### config.mk
export PLATFORM = sky130hd
export DESIGN_NAME = vcsf_scan
export DESIGN_NICKNAME = d
export VERILOG_FILES = /design/src/hw/rtl/vcsf_pkg.sv /design/src/hw/rtl/vcsf_scan.sv
export SDC_FILE = /design/constraint.sdc
export NUM_CORES = 1
export LEC_CHECK = 0
export BUFFER_PORTS_ARGS = -buffer_cell sky130_fd_sc_hd__buf_2
export CORE_ASPECT_RATIO = 0.7
export CORE_MARGIN = 5
export CORE_UTILIZATION = 49
export CTS_BUF_LIST = sky130_fd_sc_hd__clkbuf_8
export DETAILED_ROUTE_END_ITERATION = 6
export PLACE_DENSITY_LB_ADDON = 0.3
export SETUP_SLACK_MARGIN = 0.15
export SLEW_MARGIN = 0
export SYNTH_ARGS = -nofsm -noshare
export SYNTH_HDL_FRONTEND = slang
export SYNTH_SLANG_ARGS = --single-unit
### constraint.sdc
create_clock -name clk -period 19.1 [get_ports clk]
set_clock_uncertainty 0.15 [all_clocks]
set_input_delay 2.865 -clock clk [delete_from_list [all_inputs] [get_ports clk]]
set_output_delay 2.865 -clock clk [all_outputs]
set_load 0.005 [all_outputs]
### src/hw/rtl/vcsf_pkg.sv
// shared constants, types and state encodings of the voxel cuboid and sphere fill block
// no dependencies; imported by every module of the block
package vcsf_pkg;

  localparam int DEF_MAX_SIZE_X = 16;
  localparam int DEF_MAX_SIZE_Y = 16;
  localparam int DEF_MAX_SIZE_Z = 16;

  localparam int CMD_W  = 2;
  localparam int CRD_W  = 10;
  localparam int RAD_W  = 13;
  localparam int VAL_W  = 8;
  localparam int SIZE_W = 5;

  localparam logic [SIZE_W-1:0] SIZE_RESET = 5'd16;

  // delta of a voxel to the sphere centre, its square, and the sum of three squares
  localparam int DLT_W = CRD_W + 1;
  localparam int SQ_W  = 20;
  localparam int D2_W  = 22;
  // radius squared over 256
  localparam int R2S_W = 16;

  localparam int IN_TDATA_W  = 88;
  localparam int OUT_TDATA_W = 16;
  localparam int CFG_IDX_W   = 2;

  typedef enum logic [CMD_W-1:0] {
    CMD_PLACE  = 2'd0,
    CMD_CUBOID = 2'd1,
    CMD_SPHERE = 2'd2,
    CMD_READ   = 2'd3
  } cmd_t;

  typedef enum logic [CFG_IDX_W-1:0] {
    REG_SIZE_X = 2'd0,
    REG_SIZE_Y = 2'd1,
    REG_SIZE_Z = 2'd2
  } reg_idx_t;

  typedef enum logic [2:0] {
    ST_CLEAR = 3'd0,
    ST_IDLE  = 3'd1,
    ST_SETUP = 3'd2,
    ST_SCAN  = 3'd3,
    ST_READ  = 3'd4,
    ST_DONE  = 3'd5
  } state_t;

  typedef struct packed {
    logic start;
    logic sphere;
  } scan_ctl_t;

endpackage

### src/hw/rtl/vcsf_scan.sv
// box scanner: walks x, y, z over a box, one voxel per cycle, and issues a memory write
// for each voxel, in sphere mode only for a voxel inside the sphere; depends on vcsf_pkg
module vcsf_scan #(
  parameter int XW = 4,
  parameter int YW = 4,
  parameter int ZW = 4
) (
  input  logic                              clk,
  input  logic                              rst_n,
  input  vcsf_pkg::scan_ctl_t               ctl,
  input  logic [XW-1:0]                     lo_x,
  input  logic [XW-1:0]                     hi_x,
  input  logic [YW-1:0]                     lo_y,
  input  logic [YW-1:0]                     hi_y,
  input  logic [ZW-1:0]                     lo_z,
  input  logic [ZW-1:0]                     hi_z,
  input  logic signed [vcsf_pkg::CRD_W-1:0] ctr_x,
  input  logic signed [vcsf_pkg::CRD_W-1:0] ctr_y,
  input  logic signed [vcsf_pkg::CRD_W-1:0] ctr_z,
  input  logic [vcsf_pkg::R2S_W-1:0]        r2s,
  input  logic [vcsf_pkg::VAL_W-1:0]        value,
  output logic                              done,
  output logic                              we,
  output logic [XW+YW+ZW-1:0]               waddr,
  output logic [vcsf_pkg::VAL_W-1:0]        wdata
);
  import vcsf_pkg::*;

  localparam int AW = XW + YW + ZW;

  // stage a: coordinate counter
  logic              run_r, run_nxt;
  logic [XW-1:0]     i_r, i_nxt;
  logic [YW-1:0]     j_r, j_nxt;
  logic [ZW-1:0]     k_r, k_nxt;
  logic [XW-1:0]     hix_r;
  logic [YW-1:0]     loy_r, hiy_r;
  logic [ZW-1:0]     loz_r, hiz_r;
  logic signed [CRD_W-1:0] cx_r, cy_r, cz_r;
  logic [R2S_W-1:0]  r2s_r;
  logic [VAL_W-1:0]  value_r;
  logic              sphere_r;
  logic              last_a;

  // stage b: squares of the deltas
  logic              vb_r;
  logic              lastb_r;
  logic [AW-1:0]     addrb_r;
  logic [SQ_W-1:0]   sqx_r, sqy_r, sqz_r;

  logic signed [DLT_W-1:0]   dx, dy, dz;
  logic signed [2*DLT_W-1:0] px, py, pz;
  logic [D2_W-1:0]           d2;

  assign last_a = (i_r == hix_r) && (j_r == hiy_r) && (k_r == hiz_r);

  always_comb begin
    run_nxt = run_r;
    i_nxt   = i_r;
    j_nxt   = j_r;
    k_nxt   = k_r;
    if (ctl.start) begin
      run_nxt = 1'b1;
      i_nxt   = lo_x;
      j_nxt   = lo_y;
      k_nxt   = lo_z;
    end else if (run_r) begin
      if (last_a) begin
        run_nxt = 1'b0;
      end
      if (k_r == hiz_r) begin
        k_nxt = loz_r;
        if (j_r == hiy_r) begin
          j_nxt = loy_r;
          i_nxt = i_r + 1'b1;
        end else begin
          j_nxt = j_r + 1'b1;
        end
      end else begin
        k_nxt = k_r + 1'b1;
      end
    end
  end

  always_ff @(posedge clk) begin
    if (!rst_n) begin
      run_r <= 1'b0;
    end else begin
      run_r <= run_nxt;
    end
  end

  always_ff @(posedge clk) begin
    i_r <= i_nxt;
    j_r <= j_nxt;
    k_r <= k_nxt;
    if (ctl.start) begin
      hix_r    <= hi_x;
      loy_r    <= lo_y;
      hiy_r    <= hi_y;
      loz_r    <= lo_z;
      hiz_r    <= hi_z;
      cx_r     <= ctr_x;
      cy_r     <= ctr_y;
      cz_r     <= ctr_z;
      r2s_r    <= r2s;
      value_r  <= value;
      sphere_r <= ctl.sphere;
    end
  end

  assign dx = $signed({{(DLT_W-XW){1'b0}}, i_r}) - $signed({cx_r[CRD_W-1], cx_r});
  assign dy = $signed({{(DLT_W-YW){1'b0}}, j_r}) - $signed({cy_r[CRD_W-1], cy_r});
  assign dz = $signed({{(DLT_W-ZW){1'b0}}, k_r}) - $signed({cz_r[CRD_W-1], cz_r});
  assign px = dx * dx;
  assign py = dy * dy;
  assign pz = dz * dz;

  always_ff @(posedge clk) begin
    if (!rst_n) begin
      vb_r    <= 1'b0;
      lastb_r <= 1'b0;
    end else begin
      vb_r    <= run_r;
      lastb_r <= run_r && last_a;
    end
  end

  always_ff @(posedge clk) begin
    addrb_r <= {i_r, j_r, k_r};
    sqx_r   <= px[SQ_W-1:0];
    sqy_r   <= py[SQ_W-1:0];
    sqz_r   <= pz[SQ_W-1:0];
  end

  assign d2 = {{(D2_W-SQ_W){1'b0}}, sqx_r} + {{(D2_W-SQ_W){1'b0}}, sqy_r}
            + {{(D2_W-SQ_W){1'b0}}, sqz_r};

  assign we    = vb_r && (!sphere_r || (d2 <= {{(D2_W-R2S_W){1'b0}}, r2s_r}));
  assign waddr = addrb_r;
  assign wdata = value_r;
  assign done  = vb_r && lastb_r;

endmodule

==> flow_summary.toml <==
[grt]
grt_pass1_vias = 13249
antenna_found_initial = 1
grt_start_max_net_pins = 74
overflow = 0
grtUsageTotal = 0.206
grt_pass1_wl_um = 67400

[sta]
finalCritPeriodShare = 0.402
hold_violations = 0
whs_ns = 0.368
worst_slew_pin_slew_ns = 0.951
slew_violations = 0
period_needed_ns = 7.67
setup_viol = 0
finalSetupTns_ns = 0
rsz0062_at_grt = "false"
relSlewSlack = 0.361
fmax_mhz = 130

[detailed_routing]
vias_per_cell = 5.04
totalWireLength_um = 39700
drc = 0
first_pass_iters = 5
vias = 12246
ant_nets = 0
dr.first_iter.drc_count = 949
avgRoutedWirePerCell_um = 16.4

[yosys]
synth-seq-cells = 159
synth-edff-count = 87
avgSynthCellArea_um2 = 10.1
netlist_area_um2 = 18300
yosysSeqAreaShare = 0.222
synth_flop_cell = "edfxtp_1"
ys_warn_count = 0
synthArstFlopShare = 0
syn_inst = 1814
ys_types = 63

[place]
dp_hpwl_um = 34000
gp_congestion = 0.922
port-buffer-count = 103
dpl_cell_area_um2 = 19400

[finish]
layout-drive-gt1-share = 0.0980
area_growth_pct = 8.23
nFillCells = 3336
ff_latch_area_um2 = 4050
final_util = 0.535
finish.instance_area_um2 = 19800
final_nets = 2485
multi_input_area_um2 = 12500
final_common_cell = "inv_1"
final_cell_mix = "inv_1, fa_1, ha_1"

[cts]
htree_levels = 4
cts_buffers = 17
cts_resized = 0
post_cts_buffers = 0
cts_buffer_depth = 2
cts_tree = "yes"
clock-sinks = 159
ctsHoldBuffers = 0
clock_latency_ns = 0.49
cts_root_buf = "clkbuf_8"
clk_transition_reported_paths_ns = 0.09

[hold_path]
min_path_cells = 0
hp-class = "reg2reg"

[critical_path]
path_cells = "fa_1 > ha_1 > o21a_1 > o21a_1 > o21ai_1 > a2111oi_0 > or2_1 > nor2_1 > xnor2_1 > ha_1 > a21oi_1 > nand4b_1 > a2111oi_0 > nor3_1 > a21oi_1 > buf_2"
crit_family = "compound AO/OA/AOI/OAI gates"
cp_slowest_cell = "a2111oi_0"
r2r_setup_slack_ns = 11.88
path_buf_inv = 1
max_stage_delay_ns = 0.76
rr_worst_depth = 23
critPathMaxFanout = 3
required_ns = 16.09
crit_type = "reg2out"
cp-end-kind = "output port"
critPathLaunchType = "flip-flop"
crit_cells = 16
arrival_ns = 4.66

[floorplan]
die_area_um2 = 41300
die_h_um = 172
core_area_um2 = 37000
die_w_um = 241
num_io_pins = 104
start_util = 0.494
rows = 59

[run_status]
status = "completed"

[flow_run]
cap_violations = 0
==> flip-flops by register name (all words and copies together) (netlist names) <==
| register | cells |
|---|---|
| sqx_r | 19 |
| sqy_r | 19 |
| sqz_r | 19 |
| r2s_r | 16 |
| waddr | 12 |
| cx_r | 10 |
| cy_r | 10 |
| cz_r | 10 |
| wdata | 8 |
| hix_r | 4 |
| hiy_r | 4 |
| hiz_r | 4 |
| i_r | 4 |
| j_r | 4 |
| k_r | 4 |
| loy_r | 4 |
| loz_r | 4 |
| lastb_r | 1 |
| run_r | 1 |
| sphere_r | 1 |
| vb_r | 1 |
==> area by class of cell <==
| type | instances | share of cell area |
|---|---|---|
| clock inverter | 15 | 0.00816 |
| tap | 488 | 0.0309 |
| inverter | 443 | 0.0841 |
| clock buffer | 17 | 0.0118 |
| timing repair buffer | 109 | 0.0285 |
| antenna | 1 | 0.000127 |
| sequential | 159 | 0.205 |
| multi-input combinational | 1196 | 0.631 |
==> cell usage after synthesis (all sizes together), types with 7 or more instances <==
cell    instances  share of area
inv           439          0.090
fa            302           0.33
ha            175           0.12
nor2          152          0.031
nand2         130          0.027
xnor2         107          0.054
edfxtp         87           0.14
dfxtp          72          0.079
o21ai          59          0.017
a21oi          54          0.016
xor2           27          0.016
a21o           21         0.0086
nor2b          17         0.0058
nor3           16         0.0050
nand2b         14         0.0048
clkbuf         13         0.0027
a31oi          12         0.0041
nand3          12         0.0033
o21a           11         0.0045
and3            9         0.0031
or2             8         0.0027
mux2i           7         0.0038
==> final timing paths <==
| check | to | startpoint |
|---|---|---|
| worst min register to register | waddr[3]$_DFF_P_ | k_r[3]$_DFFE_PP_ |
| worst max register to register | sqy_r[19]$_DFF_P_ | j_r[0]$_DFFE_PP_ |
| worst max-delay path | we | sqz_r[7]$_DFF_P_ |
| worst min-delay path | waddr[3]$_DFF_P_ | k_r[3]$_DFFE_PP_ |
==> kinds of logic (layout without fill, tap and decap cells) <==
kind of cell | Yosys count | after routing | share of synthesized area
other cells | 2 | 4 | 0.000411
flops | 159 | 159 | 0.222
xor+xnor | 134 | 134 | 0.0698
fa+ha+maj | 477 | 477 | 0.451
mux | 8 | 8 | 0.00445
buf+inv | 460 | 584 | 0.0949
compound gates | 188 | 188 | 0.0641
simple gates | 386 | 386 | 0.0939
==> metrics by stage <==
step	instances	setup WS (ns)
global placement	2395	12.02
CTS	2427	11.41
finish	2428	11.43
detailed placement	2395	11.90
global route	2427	11.02
floorplan	1815	12.55
==> metal layers <==
metal  track usage  up-vias  wire, µm
met5             0        -         0
met4        0.0321        0       361
met3        0.0518       30      3240
met2         0.301      393     16600
met1         0.317     6000     19500
li1              -     5823         -
Power is left out: the tool's default activity adds up to more than one toggle a clock period on the data nets, which glitch-free logic cannot reach.
